--- src/rtl/ps2ma_pkg.sv ---
`timescale 1ns / 1ps
// ----------------------------------------------------------------------------
// ps2ma_pkg
// Shared types and constants for the PS/2 mouse packet accumulator.
// ----------------------------------------------------------------------------
package ps2ma_pkg;

  localparam int unsigned BYTE_W   = 8;
  localparam int unsigned DELTA_W  = 9;
  localparam int unsigned OUT_TOT_W = 16;
  localparam int unsigned OUT_DATA_W = 56;

  // header byte bit positions
  localparam int unsigned HDR_SYNC  = 3;
  localparam int unsigned HDR_XSIGN = 4;
  localparam int unsigned HDR_YSIGN = 5;
  localparam int unsigned HDR_XOVF  = 6;
  localparam int unsigned HDR_YOVF  = 7;

  // item kind carried on tuser
  localparam logic FUNC_BYTE  = 1'b0;
  localparam logic FUNC_CLEAR = 1'b1;

  typedef enum logic [2:0] {
    POS_HDR = 3'b001,
    POS_X   = 3'b010,
    POS_Y   = 3'b100
  } pos_t;

  typedef struct packed {
    logic                       done;
    logic [2:0]                 buttons;
    logic                       x_overflow;
    logic                       y_overflow;
    logic [DELTA_W-1:0]         delta_x;
    logic [DELTA_W-1:0]         delta_y;
  } pkt_t;

endpackage

--- src/rtl/ps2_mouse_packet_accumulator.sv ---
`timescale 1ns / 1ps
// ----------------------------------------------------------------------------
// ps2_mouse_packet_accumulator
// Assembles three-byte PS/2 mouse packets and keeps saturating per-axis
// running totals of the movement.
// ----------------------------------------------------------------------------
// One transaction in per clock: each byte or clear is captured in an input
// register, handled by one pass of logic and, on the third byte of a packet,
// written to the result register, so a stream moves at one item per cycle
// while the output is not stalled. Headers must have bit 3 set; other bytes
// seen while waiting for a header are dropped. A clear zeroes both totals
// without touching packet framing. Totals are TOTAL_BITS wide and are
// reported as their low 16 bits (sign-extended when narrower).
module ps2_mouse_packet_accumulator #(
  parameter int unsigned TOTAL_BITS = 16
) (
  input  logic        clk,
  input  logic        rst,
  input  logic        s_axis_tvalid,
  output logic        s_axis_tready,
  input  logic [7:0]  s_axis_tdata,   // [7:0] data_byte
  input  logic        s_axis_tuser,   // [0] func
  output logic        m_axis_tvalid,
  input  logic        m_axis_tready,
  // [2:0] buttons, [3] x_overflow, [4] y_overflow, [13:5] delta_x,
  // [22:14] delta_y, [38:23] total_x, [54:39] total_y, [55] zero
  output logic [55:0] m_axis_tdata
);

  localparam int unsigned OW = ps2ma_pkg::OUT_TOT_W;

  logic                          in_valid;
  logic                          in_func;
  logic [ps2ma_pkg::BYTE_W-1:0]  in_data;
  logic                          advance;
  ps2ma_pkg::pkt_t               pkt;
  logic [TOTAL_BITS-1:0]         tx_next;
  logic [TOTAL_BITS-1:0]         ty_next;
  logic [OW-1:0]                 tx_out;
  logic [OW-1:0]                 ty_out;
  logic                          clear;

  logic                          out_valid;
  logic [2:0]                    out_buttons;
  logic                          out_xovf;
  logic                          out_yovf;
  logic [ps2ma_pkg::DELTA_W-1:0] out_dx;
  logic [ps2ma_pkg::DELTA_W-1:0] out_dy;
  logic [OW-1:0]                 out_tx;
  logic [OW-1:0]                 out_ty;

  assign advance       = in_valid && (!out_valid || m_axis_tready);
  assign s_axis_tready = !in_valid || advance;
  assign clear         = (in_func == ps2ma_pkg::FUNC_CLEAR);

  always_ff @(posedge clk) begin
    if (rst) begin
      in_valid <= 1'b0;
    end else if (s_axis_tready) begin
      in_valid <= s_axis_tvalid;
    end
  end

  always_ff @(posedge clk) begin
    if (s_axis_tready && s_axis_tvalid) begin
      in_func <= s_axis_tuser;
      in_data <= s_axis_tdata;
    end
  end

  ps2ma_track u_track (
    .clk       (clk),
    .rst       (rst),
    .advance   (advance),
    .func      (in_func),
    .data_byte (in_data),
    .pkt       (pkt)
  );

  ps2ma_accum #(
    .TOTAL_BITS (TOTAL_BITS)
  ) u_accum (
    .clk          (clk),
    .rst          (rst),
    .advance      (advance),
    .clear        (clear),
    .pkt          (pkt),
    .total_x_next (tx_next),
    .total_y_next (ty_next)
  );

  generate
    if (TOTAL_BITS >= OW) begin : g_trunc
      assign tx_out = tx_next[OW-1:0];
      assign ty_out = ty_next[OW-1:0];
    end else begin : g_sext
      assign tx_out = {{(OW-TOTAL_BITS){tx_next[TOTAL_BITS-1]}}, tx_next};
      assign ty_out = {{(OW-TOTAL_BITS){ty_next[TOTAL_BITS-1]}}, ty_next};
    end
  endgenerate

  always_ff @(posedge clk) begin
    if (rst) begin
      out_valid <= 1'b0;
    end else if (advance) begin
      out_valid <= pkt.done;
    end else if (m_axis_tready) begin
      out_valid <= 1'b0;
    end
  end

  always_ff @(posedge clk) begin
    if (advance && pkt.done) begin
      out_buttons <= pkt.buttons;
      out_xovf    <= pkt.x_overflow;
      out_yovf    <= pkt.y_overflow;
      out_dx      <= pkt.delta_x;
      out_dy      <= pkt.delta_y;
      out_tx      <= tx_out;
      out_ty      <= ty_out;
    end
  end

  assign m_axis_tvalid = out_valid;
  assign m_axis_tdata  = {1'b0, out_ty, out_tx, out_dy, out_dx, out_yovf, out_xovf, out_buttons};

`ifndef ASSERT_OFF
  a_rise_from_advance: assert property (@(posedge clk) disable iff (rst)
    $rose(m_axis_tvalid) |-> $past(advance) && $past(pkt.done))
    else $error("result appeared without a completed packet");
  a_in_hold: assert property (@(posedge clk) disable iff (rst)
    in_valid && !advance |=> in_valid && $stable(in_func) && $stable(in_data))
    else $error("input register lost a pending transaction");
  a_total_sign: assert property (@(posedge clk) disable iff (rst)
    m_axis_tvalid && (TOTAL_BITS <= OW) |->
      out_tx[OW-1] == out_dx[ps2ma_pkg::DELTA_W-1] &&
      out_ty[OW-1] == out_dy[ps2ma_pkg::DELTA_W-1])
    else $error("reported total sign differs from delta sign");
`endif

endmodule

--- src/rtl/ps2ma_track.sv ---
`timescale 1ns / 1ps
// ----------------------------------------------------------------------------
// ps2ma_track
// Packet framing: tracks byte position, holds header and X byte, and forms
// the signed deltas when the third byte arrives.
// ----------------------------------------------------------------------------
module ps2ma_track (
  input  logic                          clk,
  input  logic                          rst,
  input  logic                          advance,
  input  logic                          func,
  input  logic [ps2ma_pkg::BYTE_W-1:0]  data_byte,
  output ps2ma_pkg::pkt_t               pkt
);

  ps2ma_pkg::pos_t                     pos, pos_next;
  logic [ps2ma_pkg::BYTE_W-1:0]        header_byte;
  logic [ps2ma_pkg::BYTE_W-1:0]        x_byte;
  logic                                is_byte;

  assign is_byte = (func == ps2ma_pkg::FUNC_BYTE);

  always_comb begin
    pos_next = pos;
    unique case (pos)
      ps2ma_pkg::POS_X: pos_next = ps2ma_pkg::POS_Y;
      ps2ma_pkg::POS_Y: pos_next = ps2ma_pkg::POS_HDR;
      default: begin
        pos_next = data_byte[ps2ma_pkg::HDR_SYNC] ? ps2ma_pkg::POS_X : ps2ma_pkg::POS_HDR;
      end
    endcase
  end

  always_ff @(posedge clk) begin
    if (rst) begin
      pos <= ps2ma_pkg::POS_HDR;
    end else if (advance && is_byte) begin
      pos <= pos_next;
    end
  end

  always_ff @(posedge clk) begin
    if (rst) begin
      header_byte <= '0;
      x_byte      <= '0;
    end else if (advance && is_byte) begin
      if (pos != ps2ma_pkg::POS_X && pos != ps2ma_pkg::POS_Y &&
          data_byte[ps2ma_pkg::HDR_SYNC]) begin
        header_byte <= data_byte;
      end
      if (pos == ps2ma_pkg::POS_X) begin
        x_byte <= data_byte;
      end
    end
  end

  always_comb begin
    pkt.done       = is_byte && (pos == ps2ma_pkg::POS_Y);
    pkt.buttons    = header_byte[2:0];
    pkt.x_overflow = header_byte[ps2ma_pkg::HDR_XOVF];
    pkt.y_overflow = header_byte[ps2ma_pkg::HDR_YOVF];
    pkt.delta_x    = {header_byte[ps2ma_pkg::HDR_XSIGN], x_byte};
    pkt.delta_y    = {header_byte[ps2ma_pkg::HDR_YSIGN], data_byte};
  end

endmodule

--- src/rtl/ps2ma_accum.sv ---
`timescale 1ns / 1ps
// ----------------------------------------------------------------------------
// ps2ma_accum
// Per-axis running totals: same-sign deltas add with saturation, opposite
// sign deltas replace the total, a clear zeroes both.
// ----------------------------------------------------------------------------
module ps2ma_accum #(
  parameter int unsigned TOTAL_BITS = 16
) (
  input  logic                  clk,
  input  logic                  rst,
  input  logic                  advance,
  input  logic                  clear,
  input  ps2ma_pkg::pkt_t       pkt,
  output logic [TOTAL_BITS-1:0] total_x_next,
  output logic [TOTAL_BITS-1:0] total_y_next
);

  localparam int unsigned DW = ps2ma_pkg::DELTA_W;

  logic [TOTAL_BITS-1:0] total_x;
  logic [TOTAL_BITS-1:0] total_y;

  function automatic logic [TOTAL_BITS-1:0] upd(input logic [TOTAL_BITS-1:0] tot,
                                                input logic [DW-1:0] d);
    logic [TOTAL_BITS:0]   sum;
    logic [TOTAL_BITS-1:0] dext;
    dext = {{(TOTAL_BITS-DW){d[DW-1]}}, d};
    sum  = {tot[TOTAL_BITS-1], tot} + {dext[TOTAL_BITS-1], dext};
    if (tot[TOTAL_BITS-1] == d[DW-1]) begin
      if (sum[TOTAL_BITS] != sum[TOTAL_BITS-1]) begin
        upd = sum[TOTAL_BITS] ? {1'b1, {(TOTAL_BITS-1){1'b0}}}
                              : {1'b0, {(TOTAL_BITS-1){1'b1}}};
      end else begin
        upd = sum[TOTAL_BITS-1:0];
      end
    end else begin
      upd = dext;
    end
  endfunction

  always_comb begin
    total_x_next = upd(total_x, pkt.delta_x);
    total_y_next = upd(total_y, pkt.delta_y);
  end

  always_ff @(posedge clk) begin
    if (rst) begin
      total_x <= '0;
      total_y <= '0;
    end else if (advance) begin
      if (clear) begin
        total_x <= '0;
        total_y <= '0;
      end else if (pkt.done) begin
        total_x <= total_x_next;
        total_y <= total_y_next;
      end
    end
  end

`ifndef ASSERT_OFF
  a_sign_x: assert property (@(posedge clk) disable iff (rst)
    advance && !clear && pkt.done |=> total_x[TOTAL_BITS-1] == $past(pkt.delta_x[DW-1]))
    else $error("X total sign differs from applied delta sign");
  a_sign_y: assert property (@(posedge clk) disable iff (rst)
    advance && !clear && pkt.done |=> total_y[TOTAL_BITS-1] == $past(pkt.delta_y[DW-1]))
    else $error("Y total sign differs from applied delta sign");
  a_clear: assert property (@(posedge clk) disable iff (rst)
    advance && clear |=> total_x == '0 && total_y == '0)
    else $error("totals not zero after clear");
`endif

endmodule
--- config.mk ---
export PLATFORM = sky130hd
export DESIGN_NAME = ps2_mouse_packet_accumulator
export DESIGN_NICKNAME = d
export VERILOG_FILES = /design/src/rtl/ps2ma_pkg.sv /design/src/rtl/ps2_mouse_packet_accumulator.sv /design/src/rtl/ps2ma_track.sv /design/src/rtl/ps2ma_accum.sv
export SDC_FILE = /design/constraint.sdc
export NUM_CORES = 1
export LEC_CHECK = 0
export BUFFER_PORTS_ARGS = -buffer_cell sky130_fd_sc_hd__clkbuf_2
export CAP_MARGIN = 25
export CORE_MARGIN = 8
export CORE_UTILIZATION = 50
export DETAILED_ROUTE_END_ITERATION = 12
export GPL_ROUTABILITY_DRIVEN = 0
export MAX_ROUTING_LAYER = met4
export PLACE_DENSITY = 0.81
export SLEW_MARGIN = 20
export SYNTH_ARGS = -nofsm -noshare
export SYNTH_HDL_FRONTEND = slang
export SYNTH_SLANG_ARGS = --single-unit
--- constraint.sdc ---
create_clock -name clk -period 5.26 [get_ports clk]
set_input_delay 0.789 -clock clk [delete_from_list [all_inputs] [get_ports clk]]
set_output_delay 0.789 -clock clk [all_outputs]
set_load 0.01 [all_outputs]
==> impl_metrics.xml, run 1 <==
<?xml version="1.0" encoding="UTF-8"?>
<metrics>
  <group name="die">
    <metric name="die_area" unit="mm²">0.01648</metric>
    <metric name="die_y" unit="µm">128.4</metric>
    <metric name="placement_rows" unit="">41</metric>
    <metric name="core_area" unit="mm²">0.01247</metric>
    <metric name="die_x" unit="µm">128.4</metric>
    <metric name="start_util" unit="%">50.65</metric>
    <metric name="ios" unit="">71</metric>
  </group>
  <group name="grt">
    <metric name="grt_pass1_vias" unit="">5130</metric>
    <metric name="grtUsageTotal" unit="%">20.15</metric>
    <metric name="global_route.overflow_total" unit="">0</metric>
    <metric name="grt_antenna_before_repair" unit="">0</metric>
    <metric name="first_pass_grt_wire_length" unit="µm">25590</metric>
    <metric name="grt_max_degree" unit="">57</metric>
  </group>
  <group name="clock_network">
    <metric name="post_cts_buffers" unit="">0</metric>
    <metric name="root_buffer" unit="">clkbuf_16</metric>
    <metric name="cts_resized" unit="">0</metric>
    <metric name="number_of_buffers_created_by_cts" unit="">17</metric>
    <metric name="clock_sinks" unit="">116</metric>
    <metric name="cts.clk_slew.worst_paths" unit="ns">0.06</metric>
    <metric name="cts_tree" unit="">yes</metric>
    <metric name="postCtsHoldBufs" unit="">0</metric>
    <metric name="htree_levels" unit="">4</metric>
    <metric name="clk_latency_worst_skew_pair" unit="ns">0.42</metric>
    <metric name="cts.path.max_buffers" unit="">2</metric>
  </group>
  <group name="sta">
    <metric name="hold_violations" unit="">0</metric>
    <metric name="layout_worst_path_cycle_share" unit="%">84.80</metric>
    <metric name="slew_violations" unit="">0</metric>
    <metric name="fmaxAchievable" unit="GHz">0.2242</metric>
    <metric name="rsz0062_at_grt" unit="">no</metric>
    <metric name="final_worst_clock_skew" unit="ns">0.01268</metric>
    <metric name="layout_min_cycle_time" unit="ns">4.461</metric>
    <metric name="finalSetupViolations" unit="">0</metric>
    <metric name="worst_slew_margin_rel" unit="%">35.85</metric>
    <metric name="worst_slew_pin_slew" unit="ns">0.9587</metric>
    <metric name="fin_tns_setup" unit="ns">0</metric>
  </group>
  <group name="place">
    <metric name="dp_hpwl" unit="µm">10840</metric>
    <metric name="port-buffer-count" unit="">69</metric>
    <metric name="placedCellCount" unit="">807</metric>
  </group>
  <group name="finish">
    <metric name="finish.net_count" unit="">705</metric>
    <metric name="post_route_cells_drive_above_1_share" unit="%">17.39</metric>
    <metric name="finalNonFillerCells" unit="">839</metric>
    <metric name="filler_cell_count" unit="">1050</metric>
    <metric name="area_growth" unit="%">15.36</metric>
    <metric name="num_antenna_cells" unit="">0</metric>
  </group>
  <group name="yosys">
    <metric name="synth-seq-cells" unit="">116</metric>
    <metric name="synth_cell_types" unit="">73</metric>
    <metric name="synth_nets" unit="">643</metric>
    <metric name="synthDominantAreaCellType" unit="">edfxtp_1</metric>
    <metric name="synth_top_cells_by_area" unit="">edfxtp_1 (30%), dfxtp_1 (16%), ha_1 (6.7%)</metric>
    <metric name="synth_edf_count" unit="">64</metric>
    <metric name="syn-cell-area" unit="mm²">0.006314</metric>
    <metric name="seq_area_frac_synth" unit="%">46.93</metric>
    <metric name="synth_async_sr_flop_share" unit="%">0</metric>
    <metric name="synth_flop_cell" unit="">edfxtp_1</metric>
    <metric name="synth.avg_cell_area" unit="µm²">10.66</metric>
    <metric name="synth-warning-count" unit="">0</metric>
    <metric name="post-synth-top-area-fraction" unit="%">30.44</metric>
    <metric name="postSynthCellCount" unit="">592</metric>
  </group>
  <group name="worst_setup_path">
    <metric name="endpoint_kind" unit="">flop</metric>
    <metric name="critical_path_class" unit="">reg -&gt; reg</metric>
    <metric name="timing.critical_path.fanout_max" unit="">22</metric>
    <metric name="required" unit="ns">5.63</metric>
    <metric name="worst_setup_path_start_kind" unit="">flop</metric>
    <metric name="critical_path_arrival" unit="ns">4.83</metric>
  </group>
  <group name="pwr">
    <metric name="vdd_drop_max" unit="mV">0.2446</metric>
    <metric name="power.clock.fraction" unit="%">49.1</metric>
    <metric name="total_power_divided_by_cell_area" unit="mW/mm²">288.2</metric>
    <metric name="power.internal" unit="µW">1601</metric>
    <metric name="power_frac_comb" unit="%">4.2</metric>
    <metric name="power_frac_seq" unit="%">46.7</metric>
    <metric name="power.net_switching" unit="µW">497.7</metric>
    <metric name="switching_share" unit="%">23.71</metric>
    <metric name="p_leak" unit="µW">0.003166</metric>
  </group>
  <group name="detailed_routing">
    <metric name="drc" unit="">0</metric>
    <metric name="number_of_violations_reported_at_the_end_of_detailed_routing_iteration_0" unit="">463</metric>
    <metric name="routed_wirelength" unit="µm">15650</metric>
    <metric name="route.vias.total" unit="">5184</metric>
    <metric name="antenna_left" unit="">0</metric>
    <metric name="routedWlPerCell" unit="µm">18.65</metric>
    <metric name="detail_route.first_pass.iterations" unit="">5</metric>
    <metric name="viasPerCell" unit="">6.179</metric>
  </group>
  <group name="status">
    <metric name="outcome" unit="">complete, no violations</metric>
  </group>
  <group name="run">
    <metric name="drv.max_cap_violation_count" unit="">0</metric>
  </group>
  <group name="hold_path">
    <metric name="worst_hold_path_type" unit="">reg -&gt; reg</metric>
  </group>
</metrics>
cell type report:
type / instances / area, µm² / area share (%)
clock inverter: 14 / 100.1 / 1.374
timing repair buffer: 72 / 367.9 / 5.051
clock buffer: 18 / 429.2 / 5.892
inverter: 14 / 52.55 / 0.7215
multi-input combinational: 433 / 3156 / 43.33
tap: 172 / 215.2 / 2.955
sequential: 116 / 2963 / 40.68
worst max-delay path: stages (launching register included):
cell and delay [ns]:
dfxtp_1 0.66, ha_1 0.41, a21o_1 0.19, a211o_1 0.36, a2111oi_2 0.39, a21oi_1 0.16
a21oi_1 0.17, o21bai_1 0.11, fa_1 1.16, inv_1 0.20, a21oi_1 0.17, o31a_1 0.18
a21o_1 0.12, a22o_1 0.12
final timing paths:
check                         start            endpoint  slack, ns  cells past startpoint
min          u_track.header_byte[6]            out_xovf       0.44                      0
max          u_track.header_byte[5]  u_accum.total_y[4]       0.80                     13
max reg2reg  u_track.header_byte[5]  u_accum.total_y[4]       0.80                     13
min reg2reg  u_track.header_byte[6]            out_xovf       0.44                      0
logic make-up (layout without fill, tap and decap cells):
group,Yosys count,count (layout),synth area share (%)
xor+xnor,13,13,1.803
flops,116,116,46.93
mux,18,18,2.893
compound gates,212,212,24.55
buf+inv,43,118,3.091
other cells,1,1,0.05940
simple gates,141,141,10.98
fa+ha+maj,48,48,9.691
Yosys cell counts (all sizes together) (5+ instances only):
library cell	number
mux2i	16
inv	13
a31o	6
xnor2	6
xor2	7
nor2b	8
a22o	13
nor3	8
a21o	19
nor2	54
clkbuf	20
a211oi	11
o21bai	9
a221o	5
maj3	10
o22ai	5
buf	9
ha	34
edfxtp	64
nand3	6
a31oi	7
o211ai	8
o21ai	30
a2111oi	6
nand2b	9
a22oi	9
o21a	10
a21oi	36
nand2	25
and2	6
o2bb2ai	8
dfxtp	52
per-stage QoR:
stage | power [µW] | worst slack [ns] | hold WS (ns) | area [µm²] | util [%]
floorplan | 1058 | 1.360 | 0.4076 | 6314 | -
global placement | 1080 | 1.023 | 0.4147 | 6754 | 54.18
detailed placement | 1085 | 0.8480 | 0.4205 | 6754 | 54.18
CTS | 2109 | 0.8350 | 0.4334 | 7283 | 58.43
global route | 2166 | 0.4279 | 0.4384 | 7283 | 58.43
finish | 2099 | 0.7994 | 0.4362 | 7283 | 58.43
placed cells by master (no fill, tap or decap), types with 8 or more instances in the layout:
cell type / Yosys / layout
nand2b_1: 9 / 9
nand2_1: 25 / 25
o21ai_0: 24 / 24
a21o_1: 19 / 19
edfxtp_1: 64 / 64
a22oi_1: 9 / 9
nor3_1: 8 / 8
clkbuf_2: 0 / 69
a211oi_1: 9 / 9
o2bb2ai_1: 8 / 8
ha_1: 34 / 34
mux2i_1: 16 / 16
a21oi_1: 36 / 36
o21bai_1: 8 / 8
clkbuf_16: 0 / 17
a22o_1: 13 / 13
nor2b_1: 8 / 8
o211ai_1: 8 / 8
nor2_1: 54 / 54
o21a_1: 10 / 10
inv_1: 13 / 12
dfxtp_1: 52 / 52
power by group through the flow:
| stage | Sequential (µW) | Clock (µW) | Combinational [µW] |
|---|---|---|---|
| after floorplan | 991 | 0 | 67.5 |
| after global placement | 997 | 0 | 83.0 |
| after detailed placement | 998 | 0 | 86.5 |
| after CTS | 979 | 1040 | 87.7 |
| after global routing | 980 | 1090 | 97.9 |
| final | 979 | 1030 | 89.0 |
sequential cells by signal, summed over array words and instances, names as in the netlist, 3 cells and up:
register	count
u_accum.total_y	16
u_track.header_byte	7
u_track.x_byte	8
out_dy	9
out_tx	16
u_track.pos	3
out_ty	16
u_accum.total_x	16
in_data	8
out_buttons	3
out_dx	9
per-layer routing:
layer / vias up / part of all wire, % / global-route usage (%) / wire, µm
li1: 2406 / - / - / -
met1: 2530 / 42 / 22.50 / 6582
met2: 210 / 49 / 32.93 / 7592
met3: 38 / 6.4 / 5.379 / 999
met4: 0 / 3.0 / 9.860 / 472
met5: - / 0 / - / 0
(Power assumes the default switching activity.)
==> run 2, diff against run 1 <==
--- a/config.mk
+++ b/config.mk
@@ -12,7 +12,7 @@
 export DETAILED_ROUTE_END_ITERATION = 12
 export GPL_ROUTABILITY_DRIVEN = 0
 export MAX_ROUTING_LAYER = met4
-export PLACE_DENSITY = 0.81
+export PLACE_DENSITY = 0.84
 export SLEW_MARGIN = 20
 export SYNTH_ARGS = -nofsm -noshare
 export SYNTH_HDL_FRONTEND = slang
==> constraint.sdc (replaced) <==
create_clock -name clk -period 3.9 [get_ports clk]
set_input_delay 0.585 -clock clk [delete_from_list [all_inputs] [get_ports clk]]
set_output_delay 0.585 -clock clk [all_outputs]
set_load 0.01 [all_outputs]
==> run 2 against run 1 <==
Clock power grew 47%. Combinational power rose by 63%. Routed wire length rose by 4.7%. Count of clock-buffer cells in the layout up 2. Largest cell class unchanged. Core utilization increased by 1.9 points. Hold slack got worse by 0.10 ns. Largest power group unchanged. Sequential share of layout area is 1.3 points lower.
==> impl_metrics.xml, run 2 (same netlist as run 1, synthesis figures left out) <==
<?xml version="1.0" encoding="UTF-8"?>
<metrics>
  <group name="place">
    <metric name="postPlaceCellArea" unit="mm²">0.006920</metric>
    <metric name="port-buffer-count" unit="">69</metric>
    <metric name="dp_hpwl" unit="µm">11620</metric>
  </group>
  <group name="finish">
    <metric name="area_growth" unit="%">19.12</metric>
    <metric name="multi_input_area" unit="mm²">0.003174</metric>
    <metric name="layout_commonest_cell" unit="">clkbuf_2</metric>
    <metric name="num_antenna_cells" unit="">0</metric>
    <metric name="summed_area_of_non_filler_cells_in_the_final_layout" unit="mm²">0.007521</metric>
    <metric name="mostFrequentLayoutCells" unit="">clkbuf_2 (69), edfxtp_1 (64), nor2_1 (54), dfxtp_1 (51), a21oi_1 (36)</metric>
    <metric name="post_route_cells_drive_above_1_share" unit="%">21.04</metric>
    <metric name="final_util" unit="%">60.33</metric>
    <metric name="filler_cell_count" unit="">988</metric>
    <metric name="layout.area.seq" unit="mm²">0.002964</metric>
    <metric name="finish.net_count" unit="">727</metric>
  </group>
  <group name="grt">
    <metric name="use_met3" unit="%">4.261</metric>
    <metric name="global_route.peak_usage_layer" unit="">met2</metric>
    <metric name="grtUsageTotal" unit="%">21.22</metric>
    <metric name="global_route.overflow_total" unit="">0</metric>
    <metric name="met2_usage" unit="%">35.25</metric>
    <metric name="grt_pass1_vias" unit="">5410</metric>
    <metric name="grt_util_met1" unit="%">23.65</metric>
    <metric name="grt_antenna_before_repair" unit="">0</metric>
    <metric name="first_pass_grt_wire_length" unit="µm">26650</metric>
    <metric name="grt_max_degree" unit="">26</metric>
  </group>
  <group name="hold_path">
    <metric name="hp-start" unit="">s_axis_tdata[6]</metric>
    <metric name="worst_hold_path_type" unit="">in -&gt; reg</metric>
  </group>
  <group name="pwr">
    <metric name="total_power_divided_by_cell_area" unit="mW/mm²">395.1</metric>
    <metric name="vdd_drop_max" unit="mV">0.3106</metric>
    <metric name="p_leak" unit="µW">0.003291</metric>
  </group>
  <group name="detailed_routing">
    <metric name="routed_wirelength" unit="µm">16370</metric>
    <metric name="route.vias.total" unit="">5257</metric>
    <metric name="drc" unit="">0</metric>
    <metric name="viasPerCell" unit="">6.106</metric>
    <metric name="routedWlPerCell" unit="µm">19.02</metric>
    <metric name="number_of_violations_reported_at_the_end_of_detailed_routing_iteration_0" unit="">419</metric>
    <metric name="antenna_left" unit="">0</metric>
    <metric name="detail_route.first_pass.iterations" unit="">5</metric>
  </group>
  <group name="clock_network">
    <metric name="clock_sinks" unit="">116</metric>
    <metric name="cts.clk_slew.worst_paths" unit="ns">0.06</metric>
    <metric name="clk_latency_worst_skew_pair" unit="ns">0.42</metric>
    <metric name="htree_levels" unit="">4</metric>
    <metric name="root_buffer" unit="">clkbuf_16</metric>
    <metric name="cts_tree" unit="">yes</metric>
    <metric name="number_of_buffers_created_by_cts" unit="">17</metric>
    <metric name="cts.path.max_buffers" unit="">2</metric>
    <metric name="postCtsHoldBufs" unit="">0</metric>
  </group>
  <group name="status">
    <metric name="outcome" unit="">complete, no violations</metric>
  </group>
  <group name="sta">
    <metric name="hold_violations" unit="">0</metric>
    <metric name="fin_tns_setup" unit="ns">0</metric>
    <metric name="finalSetupViolations" unit="">0</metric>
    <metric name="fmaxAchievable" unit="GHz">0.2644</metric>
    <metric name="final_worst_clock_skew" unit="ns">0.007943</metric>
    <metric name="rsz0062_at_grt" unit="">yes</metric>
    <metric name="worst_slew_pin_slew" unit="ns">0.9248</metric>
    <metric name="worst_slew_margin_rel" unit="%">38.12</metric>
    <metric name="layout_min_cycle_time" unit="ns">3.782</metric>
    <metric name="slew_violations" unit="">0</metric>
    <metric name="layout_worst_path_cycle_share" unit="%">96.98</metric>
  </group>
  <group name="worst_setup_path">
    <metric name="endpoint_kind" unit="">flop</metric>
    <metric name="required" unit="ns">4.08</metric>
    <metric name="worstReg2RegStart" unit="">in_data[0]</metric>
    <metric name="critical_path_arrival" unit="ns">3.96</metric>
    <metric name="worst_setup_path_start_kind" unit="">flop</metric>
    <metric name="timing.critical_path.fanout_max" unit="">15</metric>
    <metric name="crit_path_start" unit="">in_data[0]</metric>
    <metric name="critical_path_class" unit="">reg -&gt; reg</metric>
  </group>
  <group name="die">
    <metric name="start_util" unit="%">50.65</metric>
    <metric name="ios" unit="">71</metric>
    <metric name="die_x" unit="µm">128.4</metric>
    <metric name="die_area" unit="mm²">0.01648</metric>
    <metric name="placement_rows" unit="">41</metric>
    <metric name="die_y" unit="µm">128.4</metric>
    <metric name="core_area" unit="mm²">0.01247</metric>
  </group>
  <group name="run">
    <metric name="drv.max_cap_violation_count" unit="">0</metric>
  </group>
</metrics>
==> run 2: repair_timing <==
item | 4_1_cts | 5_1_grt
setup buffers | 0 | 0
cloned | 0 | 0
resized for setup | 2 | 3
endpoints found under the setup margin | 1 | 19
==> run 2: report_power, final <==
group	internal (µW)	switching (µW)
Sequential	1300	11.9
Clock	954	560
Combinational	57.9	86.8
Total	2310	659
==> run 2: final timing paths <==
kind                                   end  slack, ns  cells after the start
worst max-delay path             out_ty[3]       0.12                     12
worst min-delay path            in_data[6]       0.33                      1
worst max register to register   out_ty[3]       0.12                     12
worst min register to register    out_xovf       0.44                      0
==> run 2: area by class of cell <==
type,count,share of cell area (%)
Multi-Input combinational cell,433,42.21
Sequential cell,116,39.41
Timing Repair Buffer,94,7.137
Clock buffer,20,5.939
Tap cell,172,2.861
Clock inverter,12,1.747
Inverter,14,0.6987
==> run 2: per-layer routing <==
metal / vias up / wire, µm / part of all wire [%]
met1: 2545 / 6655 / 41
met5: - / 0 / 0
met3: 41 / 986 / 6.0
li1: 2456 / - / -
met4: 0 / 521 / 3.2
met2: 215 / 8211 / 50
==> run 2: per-stage QoR <==
| stage | hold slack (ns) | total power, µW | setup slack, ns | instances |
|---|---|---|---|---|
| 2_1_floorplan | 0.4076 | 1427 | 0.1418 | 592 |
| 3_3_place_gp | 0.4156 | 1470 | 0.1792 | 829 |
| 3_5_place_dp | 0.4223 | 1476 | 0.03900 | 829 |
| 4_1_cts | 0.3221 | 2988 | 0.05918 | 861 |
| 5_1_grt | 0.3292 | 3065 | -0.04987 | 861 |
| 6_report | 0.3339 | 2971 | 0.1178 | 861 |
==> run 2: critical path, cell delays in order (launching register included) <==
cell and delay, ns:
edfxtp_1 0.39, ha_1 0.25, fa_1 0.44, a21o_1 0.21, a31oi_1 0.24, or2_1 0.21, a21oi_1 0.12, a21oi_1 0.19
o21bai_1 0.12, fa_2 0.57, buf_4 0.24, maj3_1 0.39, a21o_1 0.19
